[src/hdl/kcl_pkg.sv]
package kcl_pkg;

  localparam int unsigned CodeDigits = 4;
  localparam int unsigned DigitW     = $clog2(CodeDigits);
  localparam int unsigned KeyW       = 4;
  localparam int unsigned CodeW      = KeyW * CodeDigits;
  localparam int unsigned AddrW      = 3;

  localparam logic [KeyW-1:0] NoKey         = 4'd15;
  localparam logic [7:0]      EntryLimit    = 8'd48;
  localparam logic [7:0]      TryAgainStart = 8'd101;
  localparam logic [7:0]      TimeoutClear  = 8'd170;
  localparam logic [7:0]      LockoutStart  = 8'd4;
  localparam logic [7:0]      LockoutNotice = 8'd192;
  localparam logic [7:0]      LockoutEnd    = 8'd232;

  localparam logic [CodeW-1:0] CodeFirstRst  = 16'h1234;
  localparam logic [CodeW-1:0] CodeSecondRst = 16'h5678;

  typedef enum logic [3:0] {
    ST_ENTERING    = 4'd0,
    ST_UNLOCK      = 4'd1,
    ST_REJECT      = 4'd2,
    ST_LOCKED      = 4'd3,
    ST_NOTICE      = 4'd4,
    ST_LOCK_OVER   = 4'd5,
    ST_TIMED_OUT   = 4'd6,
    ST_TRY_AGAIN   = 4'd7,
    ST_TIMEOUT_CLR = 4'd8
  } status_e;

  typedef enum logic {
    REG_CODE_FIRST  = 1'b0,
    REG_CODE_SECOND = 1'b1
  } reg_idx_e;

  typedef struct packed {
    logic            go;
    logic [KeyW-1:0] key;
  } step_t;

  typedef struct packed {
    status_e           status;
    logic [DigitW-1:0] digits;
  } result_t;

endpackage

[src/hdl/kcl_core.sv]
module kcl_core (
  input  logic                     clk_i,
  input  logic                     rst_ni,
  input  kcl_pkg::step_t           step_i,
  input  logic [kcl_pkg::CodeW-1:0] code_first_i,
  input  logic [kcl_pkg::CodeW-1:0] code_second_i,
  output kcl_pkg::result_t         result_o
);
  import kcl_pkg::*;

  logic [7:0]        elapsed_q, elapsed_d;
  logic [DigitW-1:0] digit_q, digit_d;
  logic [7:0]        fail_q, fail_d;
  logic [KeyW-1:0]   entry_q [CodeDigits-1];
  logic              entry_we;
  logic [7:0]        elapsed_inc, elapsed_inc2, fail_inc;
  logic [CodeW-1:0]  cand;
  logic              match;
  status_e           status;

  always_comb begin
    cand = '0;
    for (int i = 0; i < CodeDigits - 1; i++) begin
      cand[KeyW*(CodeDigits-1-i) +: KeyW] = entry_q[i];
    end
    cand[KeyW-1:0] = step_i.key;
  end

  assign match        = (cand == code_first_i) || (cand == code_second_i);
  assign elapsed_inc  = elapsed_q + 8'd1;
  assign elapsed_inc2 = elapsed_q + 8'd2;
  assign fail_inc     = fail_q + 8'd1;

  always_comb begin
    elapsed_d = elapsed_q;
    digit_d   = digit_q;
    fail_d    = fail_q;
    status    = ST_ENTERING;
    entry_we  = 1'b0;
    if (step_i.go) begin
      elapsed_d = elapsed_inc;
      if (fail_q < LockoutStart && elapsed_inc < EntryLimit) begin
        if (step_i.key != NoKey) begin
          if (digit_q == DigitW'(CodeDigits - 1)) begin
            digit_d   = '0;
            elapsed_d = '0;
            if (match) begin
              status = ST_UNLOCK;
              fail_d = '0;
            end else begin
              status = ST_REJECT;
              fail_d = fail_inc;
            end
          end else begin
            entry_we = 1'b1;
            digit_d  = digit_q + 1'b1;
          end
        end
      end else if (fail_q >= LockoutStart) begin
        elapsed_d = '0;
        fail_d    = fail_inc;
        if (fail_inc == LockoutNotice) begin
          status = ST_NOTICE;
        end else if (fail_inc == LockoutEnd) begin
          status = ST_LOCK_OVER;
          fail_d = '0;
        end else begin
          status = ST_LOCKED;
        end
      end else if (elapsed_inc < TryAgainStart) begin
        status    = ST_TIMED_OUT;
        elapsed_d = elapsed_inc2;
      end else if (elapsed_inc < TimeoutClear) begin
        status    = ST_TRY_AGAIN;
        elapsed_d = elapsed_inc2;
      end else begin
        status    = ST_TIMEOUT_CLR;
        elapsed_d = '0;
        digit_d   = '0;
      end
    end
  end

  assign result_o.status = status;
  assign result_o.digits = digit_d;

  always_ff @(posedge clk_i or negedge rst_ni) begin
    if (!rst_ni) begin
      elapsed_q <= '0;
      digit_q   <= '0;
      fail_q    <= '0;
    end else begin
      elapsed_q <= elapsed_d;
      digit_q   <= digit_d;
      fail_q    <= fail_d;
    end
  end

  always_ff @(posedge clk_i) begin
    if (entry_we) begin
      entry_q[digit_q] <= step_i.key;
    end
  end

endmodule

[src/hdl/keypad_code_lock_with_lockout_top.sv]
// A request is held in the input register, then its result in the result register.
// Throughput: one request per cycle; the input and result registers each
// take a new request whenever the result ahead of them moves on.
// Reset (rst_ni low, asynchronous): counters clear, codes return to 1234 and
// 5678, both channels empty; the stored code digits keep no reset value.
module keypad_code_lock_with_lockout_top (
  input  logic                        clk_i,
  input  logic                        rst_ni,
  input  logic                        in_valid_i,
  output logic                        in_stall_o,
  input  logic [kcl_pkg::KeyW-1:0]    key_code_i,
  output logic                        out_valid_o,
  input  logic                        out_stall_i,
  output logic [3:0]                  status_o,
  output logic [kcl_pkg::DigitW-1:0]  digits_entered_o,
  input  logic                        psel,
  input  logic                        penable,
  input  logic                        pwrite,
  input  logic [kcl_pkg::AddrW-1:0]   paddr,
  input  logic [31:0]                 pwdata,
  output logic [31:0]                 prdata,
  output logic                        pready
);
  import kcl_pkg::*;

  logic              in_valid_q;
  logic [KeyW-1:0]   key_q;
  logic              out_valid_q;
  status_e           status_q;
  logic [DigitW-1:0] digits_q;
  logic [CodeW-1:0]  code_first_q, code_second_q;
  logic              advance;
  logic              cfg_wr;
  reg_idx_e          reg_idx;
  step_t             step;
  result_t           result;

  assign advance    = !out_valid_q || !out_stall_i;
  assign in_stall_o = in_valid_q && !advance;
  assign step.go    = in_valid_q && advance;
  assign step.key   = key_q;

  kcl_core u_core (
    .clk_i         (clk_i),
    .rst_ni        (rst_ni),
    .step_i        (step),
    .code_first_i  (code_first_q),
    .code_second_i (code_second_q),
    .result_o      (result)
  );

  always_ff @(posedge clk_i or negedge rst_ni) begin
    if (!rst_ni) begin
      in_valid_q  <= 1'b0;
      out_valid_q <= 1'b0;
    end else begin
      if (!in_stall_o) begin
        in_valid_q <= in_valid_i;
      end
      if (advance) begin
        out_valid_q <= in_valid_q;
      end
    end
  end

  always_ff @(posedge clk_i) begin
    if (!in_stall_o && in_valid_i) begin
      key_q <= key_code_i;
    end
    if (step.go) begin
      status_q <= result.status;
      digits_q <= result.digits;
    end
  end

  assign out_valid_o      = out_valid_q;
  assign status_o         = status_q;
  assign digits_entered_o = digits_q;

  assign pready  = 1'b1;
  assign cfg_wr  = psel && penable && pwrite && pready;
  assign reg_idx = reg_idx_e'(paddr[AddrW-1]);

  always_ff @(posedge clk_i or negedge rst_ni) begin
    if (!rst_ni) begin
      code_first_q  <= CodeFirstRst;
      code_second_q <= CodeSecondRst;
    end else if (cfg_wr) begin
      case (reg_idx)
        REG_CODE_FIRST:  code_first_q  <= pwdata[CodeW-1:0];
        REG_CODE_SECOND: code_second_q <= pwdata[CodeW-1:0];
        default: ;
      endcase
    end
  end

  always_comb begin
    case (reg_idx)
      REG_CODE_FIRST:  prdata = {{(32-CodeW){1'b0}}, code_first_q};
      REG_CODE_SECOND: prdata = {{(32-CodeW){1'b0}}, code_second_q};
      default:         prdata = '0;
    endcase
  end

endmodule

[config.mk]
export PLATFORM = sky130hd
export DESIGN_NAME = keypad_code_lock_with_lockout_top
export DESIGN_NICKNAME = d
export VERILOG_FILES = /design/src/hdl/kcl_pkg.sv /design/src/hdl/kcl_core.sv /design/src/hdl/keypad_code_lock_with_lockout_top.sv
export SDC_FILE = /design/constraint.sdc
export NUM_CORES = 1
export LEC_CHECK = 0
export BUFFER_PORTS_ARGS = -buffer_cell sky130_fd_sc_hd__buf_2
export CAP_MARGIN = 10
export CELL_PAD_IN_SITES_DETAIL_PLACEMENT = 1
export CELL_PAD_IN_SITES_GLOBAL_PLACEMENT = 1
export CORE_MARGIN = 2
export CORE_UTILIZATION = 43
export CTS_CLUSTER_SIZE = 16
export DETAILED_ROUTE_END_ITERATION = 6
export GPL_ROUTABILITY_DRIVEN = 1
export PLACE_DENSITY_LB_ADDON = 0.08
export SLEW_MARGIN = 20
export SYNTH_ARGS = -nofsm -noshare
export SYNTH_HDL_FRONTEND = slang
export SYNTH_SLANG_ARGS = --single-unit
[constraint.sdc]
create_clock -name clk_i -period 3.05 [get_ports clk_i]
set_clock_uncertainty 0.15 [all_clocks]
set_input_delay 0.1525 -clock clk_i [delete_from_list [all_inputs] [get_ports clk_i]]
set_output_delay 0.1525 -clock clk_i [all_outputs]
set_load 0.005 [all_outputs]
==> flow_summary.json, run 1 <==
{
  "clk_latency_ns": 0.35,
  "cts_sinks": 74,
  "p_per_area_nw_per_um2": 538,
  "cts-root-buf": "clkbuf_8",
  "p_leak_nw": 2.08,
  "syn_inst": 383,
  "crit_fanout": 8,
  "post-route-util_pct": 52.4,
  "start_util_pct": 44.3,
  "synth_seq_cells": 74,
  "arrival_ns": 2.61,
  "overflow": 0,
  "grt_pass1_vias": 3408,
  "grt_use_total_pct": 20.1,
  "core_area_sq_um": 9730,
  "synth_edf_count": 22,
  "finalCritPeriodShare_pct": 89.2,
  "dpl_worst_slack_ns": 0.332,
  "power.total_mw": 2.74,
  "reg2reg_from": "u_core.elapsed_q[2]$_DFFE_PN0P_",
  "rows": 36,
  "cpMaxStageDelayCell": "dfrtp_1",
  "instances_no_fill": 601,
  "vias": 3173,
  "synthesis.area_sq_um": 4310,
  "clockBufferDepth": 2,
  "grt_max_degree": 29,
  "nNetsFinal": 518,
  "ys_warn_count": 0,
  "crit_start": "u_core.elapsed_q[2]$_DFFE_PN0P_",
  "via_per_inst": 5.28,
  "fp.dieH_microns": 104,
  "cts_resized": 0,
  "async_flop_share_pct": 70.3,
  "yosys.area.top_type": "dfrtp_1",
  "post-route-cell-area_sq_um": 5090,
  "fmax_mhz": 367,
  "syn_avg_cell_area_sq_um": 11.3,
  "cp-start-kind": "flop",
  "path_cells": "ha_1 > nand4_4 > o21a_1 > or2_1 > nor4_4 > and3_1",
  "hp-class": "input port to asynchronous set/reset pin",
  "drcViolationCount": 0,
  "cp.required_ns": 2.94,
  "clk_pin_slew_worst_paths_ns": 0.08,
  "setup_violations": 0,
  "cts.htree.levels": 3,
  "layout_setup_ws_ns": 0.328,
  "ir_worst_vdd_v": 0.000281,
  "worst_pin_slew_ns": 0.665,
  "ant_nets": 0,
  "outcome": "completed",
  "first_pass_iters": 4,
  "netlist_top_cells_area": "dfrtp_1, edfxtp_1, mux2_2",
  "antenna_found_initial": 0,
  "cap_violations": 0,
  "synth_most_common_cell": "mux2_2",
  "relSlewSlack_pct": 55.7,
  "pin_count": 87,
  "hold_ws_ns": 0.215,
  "cp-end-kind": "flop",
  "die_area_sq_um": 10800,
  "drt_iter0_drc": 67,
  "cts-hold-fix-buffers": 24,
  "placed_area_sq_um": 4660,
  "ys_seq_area_share_pct": 45.9,
  "synth_common_cells": "mux2_2, dfrtp_1, xnor2_1",
  "finalHoldViolCount": 0,
  "finalMaxSlewViolations": 0,
  "grt_pass1_wl_microns": 17500,
  "post-dp-hpwl_microns": 7500,
  "cts_tree": "yes",
  "worstSetupPathType": "flop to flop",
  "antenna_cells": 0,
  "slowest_delay_ns": 0.48,
  "globalplace.congestion": 0.808,
  "cts_setup_buffers": 0,
  "n_fill_cell": 1078,
  "io_buffers": 51,
  "ys.flop_type": "dfrtp_1",
  "wl_microns": 10400,
  "numCtsBuffers": 9,
  "syn_to_final_growth_pct": 18.2,
  "drive_above_1_share_pct": 31.6,
  "placed_cells": 561,
  "layout_min_cycle_time_ns": 2.72,
  "chipWidth_microns": 104,
  "synth_top_area_share_pct": 22.6,
  "tns_ns": 0,
  "wire_per_inst_microns": 17.3,
  "ys_types": 64,
  "rsz0062_at_grt": "no"
}
-- critical path, delay by kind of cell, from the launching register on --
kind | cells | cell delay, ns
and+or+nand+nor | 4 | 1.28
DFF | 1 | 0.48
adders and majority gates | 1 | 0.26
AOI/OAI and AO/OA | 1 | 0.25
-- power breakdown --
part           internal [mW]  switching, mW
Sequential              1.19          0.181
Clock                  0.369          0.381
Combinational          0.340          0.273
-- cell usage in the layout (no fill, tap or decap), drive strengths merged, types with 4 or more instances in the layout --
cell type    netlist  final
o21ai             11     11
dlygate4sd3        0     24
mux2              48     48
nand4             15     15
dfstp             13     13
nand2b             4      4
nand2             20     20
nor2              15     15
conb               2     17
dfrtp             39     39
a21o               4      4
a21oi             10     10
buf               23     61
o22ai              4      4
inv               13     14
edfxtp            22     22
xnor2             35     35
o31ai              4      4
clkbuf             8     13
nor4               4      4
nor3               5      5
nand3             15     15
or3                4      4
o211ai             5      5
and3               6      6
a31oi              7      7
ha                 9      9
-- layer usage --
metal  vias up  part of all wire [%]  global-route usage, %
met2        53                    53                   37.0
met1      1577                    43                   24.1
met3         8                   3.1                   3.51
met4         0                  0.84                   5.12
met5         -                     0                      0
li1       1535                     -                      -
-- registers in the layout (all words and copies together), names as in the netlist, 2 cells and up --
register / flops
u_core.digit_q: 2
u_core.entry_q: 12
key_q: 4
u_core.fail_q: 8
u_core.elapsed_q: 8
digits_entered_o: 2
code_first_q: 16
code_second_q: 16
status_o: 4
-- cells by family after synthesis --
group	share of synthesized area (%)
other cells	0.174
compound gates	11.8
mux	12.8
simple gates	13.3
fa+ha+maj	2.61
flops	45.9
xor+xnor	7.69
buf+inv	5.75
-- layout make-up --
| class | instances | area, sq um | share of cell area [%] |
|---|---|---|---|
| Clock buffer | 13 | 170 | 3.34 |
| Clock inverter | 3 | 20.0 | 0.393 |
| Inverter | 13 | 48.8 | 0.958 |
| Multi-Input combinational cell | 280 | 2140 | 42.0 |
| Sequential cell | 74 | 1980 | 38.8 |
| Tap cell | 133 | 166 | 3.27 |
| Timing Repair Buffer | 85 | 571 | 11.2 |
-- final timing paths --
| path | to | slack (ns) | cells after the start |
|---|---|---|---|
| max | u_core.entry_q[0][1]$_DFFE_PP_ | 0.33 | 6 |
| min | in_valid_q$_DFFE_PN0N_ | 0.21 | 2 |
| max reg2reg | u_core.entry_q[0][1]$_DFFE_PP_ | 0.33 | 6 |
| min reg2reg | out_valid_o$_DFFE_PN0N_ | 0.37 | 1 |
| max in group asynchronous | code_second_q[6]$_DFFE_PN1P_ | 1.80 | 3 |
| min in group clk_i | code_second_q[2]$_DFFE_PN0P_ | 0.31 | 4 |
(Power assumes the default switching activity.)
==> run 2, diff against run 1 <==
--- a/config.mk
+++ b/config.mk
@@ -14,6 +14,7 @@
 export CTS_CLUSTER_SIZE = 16
 export DETAILED_ROUTE_END_ITERATION = 6
 export GPL_ROUTABILITY_DRIVEN = 1
+export GPL_TIMING_DRIVEN = 0
 export PLACE_DENSITY_LB_ADDON = 0.08
 export SLEW_MARGIN = 20
 export SYNTH_ARGS = -nofsm -noshare
==> flow_summary.json, run 2 (same netlist as run 1, synthesis figures left out) <==
{
  "outcome": "completed",
  "drt_iter0_drc": 74,
  "hp-class": "input port to asynchronous set/reset pin",
  "ir_worst_vdd_v": 0.000297,
  "rsz0062_at_grt": "no",
  "wire_per_inst_microns": 17.7,
  "netSwitchingPower_uw": 843,
  "vias": 3272,
  "worst_pin_slew_ns": 0.853,
  "met2_length_microns": 5850,
  "route.met3.wl_microns": 275,
  "numCtsBuffers": 9,
  "final_cell_mix": "buf_2, mux2_2, dfrtp_1",
  "cp-start-kind": "flop",
  "n_fill_cell": 1126,
  "post-route-util_pct": 53.3,
  "seqPwrFrac_pct": 50.8,
  "layout_setup_ws_ns": 0.184,
  "cts-root-buf": "clkbuf_8",
  "cap_violations": 0,
  "rows": 36,
  "chipWidth_microns": 104,
  "finalMaxSlewViolations": 0,
  "io_buffers": 50,
  "antenna_cells": 0,
  "post-route-cell-area_sq_um": 5190,
  "clk_pin_slew_worst_paths_ns": 0.07,
  "first_pass_iters": 4,
  "clockBufferDepth": 2,
  "reg.largest.list": "code_first_q x16, code_second_q x16, u_core.entry_q x12",
  "grt_use_total_pct": 21.0,
  "wl_met1_microns": 4720,
  "comb_power_share_pct": 24.7,
  "clk_latency_ns": 0.34,
  "relSlewSlack_pct": 43.1,
  "placed_area_sq_um": 4780,
  "cellInternalPower_mw": 1.84,
  "power_frac_clock_pct": 24.6,
  "post-dp-hpwl_microns": 7690,
  "worstSetupPathType": "flop to flop",
  "sw_frac_of_total_pct": 31.5,
  "instances_no_fill": 621,
  "ant_nets": 0,
  "syn_to_final_growth_pct": 20.4,
  "layout_min_cycle_time_ns": 2.87,
  "die_area_sq_um": 10800,
  "core_area_sq_um": 9730,
  "hold_ws_ns": 0.246,
  "dpl_worst_slack_ns": 0.184,
  "start_util_pct": 44.3,
  "cp.required_ns": 2.93,
  "grt_pass1_vias": 3443,
  "wl_microns": 11000,
  "finalCritPeriodShare_pct": 94.0,
  "drcViolationCount": 0,
  "cts_sinks": 74,
  "tns_ns": 0,
  "nNetsFinal": 538,
  "p_per_area_nw_per_um2": 517,
  "finalHoldViolCount": 0,
  "cts_resized": 0,
  "grt_pass1_wl_microns": 17800,
  "dr.max_layer_used": "met4",
  "path_cells": "ha_1 > nand4_4 > o21a_1 > or2_1 > buf_6 > nor4_4 > and3_1",
  "crit_fanout": 8,
  "overflow": 0,
  "power.total_mw": 2.68,
  "setup_violations": 0,
  "placed_cells": 581,
  "cpMaxStageDelayCell": "dfrtp_1",
  "arrival_ns": 2.75,
  "path_buf_inv": 1,
  "cts.htree.levels": 3,
  "pin_count": 87,
  "via_per_inst": 5.27,
  "fp.dieH_microns": 104,
  "p_leak_nw": 2.14,
  "cts_tree": "yes",
  "antenna_found_initial": 0,
  "grt_max_degree": 53,
  "drive_above_1_share_pct": 32.4,
  "fmax_mhz": 349,
  "globalplace.congestion": 0.899,
  "slowest_delay_ns": 0.48,
  "final_common_cell": "buf_2",
  "cp-end-kind": "flop",
  "critPathTopFamily": "simple AND/OR/NAND/NOR gates"
}
## run 2: path summary, 6_finish.rpt
| check | from | slack [ns] | depth (start not counted) | endpoint |
|---|---|---|---|---|
| max | u_core.elapsed_q[2]$_DFFE_PN0P_ | 0.18 | 7 | u_core.entry_q[0][1]$_DFFE_PP_ |
| min | rst_ni | 0.25 | 2 | u_core.elapsed_q[2]$_DFFE_PN0P_ |
| max reg2reg | u_core.elapsed_q[2]$_DFFE_PN0P_ | 0.18 | 7 | u_core.entry_q[0][1]$_DFFE_PP_ |
| min reg2reg | in_valid_q$_DFFE_PN0N_ | 0.37 | 1 | out_valid_o$_DFFE_PN0N_ |
| max in group asynchronous | rst_ni | 2.06 | 2 | code_second_q[11]$_DFFE_PN0P_ |
| min in group clk_i | pwrite | 0.33 | 3 | code_first_q[0]$_DFFE_PN0P_ |
## run 2: layer usage
| layer | track usage (%) | up-vias |
|---|---|---|
| li1 | - | 1577 |
| met1 | 25.0 | 1621 |
| met2 | 38.7 | 61 |
| met3 | 3.88 | 13 |
| met4 | 5.50 | 0 |
| met5 | 0 | - |
## run 2: power groups by stage
stage	Sequential [mW]	Combinational, mW	Clock [mW]
final	1.36	0.661	0.658
after detailed placement	1.38	0.632	0
after floorplan	1.32	0.454	0
after global routing	1.38	0.733	0.717
after CTS	1.36	0.662	0.676
after global placement	1.37	0.611	0
## run 2: final cells by class
type / instances / area, sq um / area share, %
flip-flops and latches: 74 / 1980 / 38.1
well taps: 133 / 166 / 3.21
repair buffers: 74 / 493 / 9.51
plain buffers: 31 / 199 / 3.84
inverters: 13 / 48.8 / 0.941
clock buffers: 10 / 128 / 2.46
multi-input cells: 280 / 2140 / 41.3
clock inverters: 6 / 33.8 / 0.651
## run 2: timing repair
action	in CTS	in global routing
endpoints found under the hold margin	77	0
buffers inserted	0	0
hold buffers	24	0
## run 2: worst register-to-register path, cell delays in order, from the launching register on
cell and delay [ns]:
dfrtp_1 0.48, ha_1 0.40, nand4_4 0.18, o21a_1 0.24, or2_1 0.24, buf_6 0.14
nor4_4 0.38, and3_1 0.35
==> run 3, diff against run 2 <==
--- a/config.mk
+++ b/config.mk
@@ -11,12 +11,13 @@
 export CELL_PAD_IN_SITES_GLOBAL_PLACEMENT = 1
 export CORE_MARGIN = 2
 export CORE_UTILIZATION = 43
-export CTS_CLUSTER_SIZE = 16
 export DETAILED_ROUTE_END_ITERATION = 6
 export GPL_ROUTABILITY_DRIVEN = 1
 export GPL_TIMING_DRIVEN = 0
 export PLACE_DENSITY_LB_ADDON = 0.08
+export REMOVE_ABC_BUFFERS = 1
 export SLEW_MARGIN = 20
 export SYNTH_ARGS = -nofsm -noshare
 export SYNTH_HDL_FRONTEND = slang
 export SYNTH_SLANG_ARGS = --single-unit
+export TNS_END_PERCENT = 100
==> flow_summary.json, run 3 (same netlist as run 1, synthesis figures left out) <==
{
  "worst_pin_slew_ns": 1.03,
  "p_per_area_nw_per_um2": 540,
  "seqPwrFrac_pct": 50.5,
  "path_buf_inv": 0,
  "vias": 3121,
  "final_cell_mix": "buf_2, mux2_2, dfrtp_1",
  "multi_input_area_sq_um": 2150,
  "fmax_mhz": 349,
  "slowest_delay_ns": 0.49,
  "cp-start-kind": "flop",
  "via_per_inst": 5.28,
  "outcome": "completed",
  "power_frac_clock_pct": 27.2,
  "ff_latch_area_sq_um": 1980,
  "grt_use_total_pct": 20.1,
  "rows": 36,
  "fp.dieH_microns": 104,
  "final_common_cell": "buf_2",
  "dpl_worst_slack_ns": 0.112,
  "antenna_found_initial": 0,
  "cp.depth": 6,
  "crit_fanout": 8,
  "grt_pass1_vias": 3332,
  "post-dp-hpwl_microns": 7150,
  "netSwitchingPower_uw": 838,
  "first_pass_iters": 4,
  "wire_per_inst_microns": 17.6,
  "cts.htree.levels": 3,
  "core_area_sq_um": 9730,
  "die_area_sq_um": 10800,
  "n_fill_cell": 1088,
  "globalRouteMet1Util_pct": 26.0,
  "globalplace.congestion": 0.867,
  "syn_to_final_growth_pct": 16.7,
  "overflow": 0,
  "power.total_mw": 2.71,
  "cp-end-kind": "flop",
  "nNetsFinal": 508,
  "gr-max-usage-layer": "met2",
  "cp.required_ns": 2.93,
  "placed_area_sq_um": 4590,
  "antenna_cells": 0,
  "clockBufferDepth": 2,
  "relSlewSlack_pct": 31.0,
  "cap_violations": 0,
  "drcViolationCount": 0,
  "path_cells": "ha_2 > nand4_4 > o21a_1 > or2_1 > nor4_4 > and3_1",
  "pin_count": 87,
  "layout_setup_ws_ns": 0.184,
  "layout_min_cycle_time_ns": 2.87,
  "grt_pass1_wl_microns": 17400,
  "r2r_cells": 6,
  "grt_max_degree": 53,
  "clk_latency_ns": 0.35,
  "use_met3_pct": 3.51,
  "reg.largest.list": "code_first_q x16, code_second_q x16, u_core.entry_q x12",
  "cellInternalPower_mw": 1.88,
  "arrival_ns": 2.75,
  "chipWidth_microns": 104,
  "drive_above_1_share_pct": 30.8,
  "worstSetupPathType": "flop to flop",
  "cts_setup_buffers": 0,
  "cts_sinks": 74,
  "io_buffers": 51,
  "rsz0062_at_grt": "no",
  "wl_microns": 10400,
  "finalHoldViolCount": 0,
  "finalMaxSlewViolations": 0,
  "hp-class": "input port to asynchronous set/reset pin",
  "start_util_pct": 44.3,
  "cts_tree": "yes",
  "tns_ns": 0,
  "post-route-cell-area_sq_um": 5030,
  "p_leak_nw": 2.03,
  "cts-root-buf": "clkbuf_8",
  "grtUsageMet2_pct": 35.4,
  "sw_frac_of_total_pct": 30.9,
  "critPathTopFamily": "simple AND/OR/NAND/NOR gates",
  "clk_pin_slew_worst_paths_ns": 0.09,
  "drt_iter0_drc": 121,
  "finalCritPeriodShare_pct": 94.0,
  "numCtsBuffers": 9,
  "cpMaxStageDelayCell": "dfrtp_1",
  "setup_violations": 0,
  "ant_nets": 0,
  "ir_worst_vdd_v": 0.000253,
  "comb_power_share_pct": 22.3
}
run 3: cell count changes in the layout (fill, tap and decap cells not counted), sizes merged:
cell | previous run | this run
clkinv | 5 | 1
clkbuf | 18 | 11
inv | 13 | 16
buf | 73 | 51
run 3: stage by stage:
step | hold slack, ns | instances | util [%]
global placement | 0.187 | 551 | 47.2
finish | 0.256 | 591 | 51.7
global route | 0.308 | 591 | 51.7
CTS | 0.273 | 591 | 51.6
detailed placement | 0.103 | 551 | 47.2
floorplan | -0.293 | 367 | -
run 3: final timing paths:
kind / endpoint / slack [ns] / startpoint
hold reg to reg: out_valid_o$_DFFE_PN0N_ / 0.39 / in_valid_q$_DFFE_PN0N_
max in group asynchronous: u_core.elapsed_q[7]$_DFFE_PN0P_ / 2.04 / rst_ni
setup / recovery: u_core.entry_q[1][3]$_DFFE_PP_ / 0.18 / u_core.elapsed_q[2]$_DFFE_PN0P_
min in group clk_i: key_q[0]$_DFFE_PP_ / 0.37 / key_code_i[0]
setup reg to reg: u_core.entry_q[1][3]$_DFFE_PP_ / 0.18 / u_core.elapsed_q[2]$_DFFE_PN0P_
hold / removal: code_second_q[13]$_DFFE_PN0P_ / 0.26 / rst_ni
run 3: area by class of cell:
| cell class | instances | share of cell area, % |
|---|---|---|
| Inverter | 13 | 0.971 |
| Tap cell | 133 | 3.31 |
| Timing Repair Buffer | 75 | 9.91 |
| Multi-Input combinational cell | 280 | 42.8 |
| Clock inverter | 5 | 0.672 |
| Clock buffer | 11 | 3.04 |
| Sequential cell | 74 | 39.3 |
run 3: power by group through the flow:
stage | Combinational (mW) | Clock, mW | Sequential [mW]
finish | 0.606 | 0.737 | 1.37
global route | 0.676 | 0.800 | 1.40
CTS | 0.612 | 0.767 | 1.37
detailed placement | 0.585 | 0 | 1.39
global placement | 0.568 | 0 | 1.38
floorplan | 0.415 | 0 | 1.34
run 3: routing by layer:
layer  share of wire (%)  wire length (microns)
met1                  45                   4690
met2                  51                   5340
met3                 2.5                    261
met4                0.89                     92
met5                   0                      0
run 3: what timing repair did:
| action | CTS | global route |
|---|---|---|
| hold buffers | 24 | 0 |
| endpoints found under the setup margin | 0 | 11 |
| endpoints found under the hold margin | 77 | 0 |
| gates resized for setup | 0 | 2 |
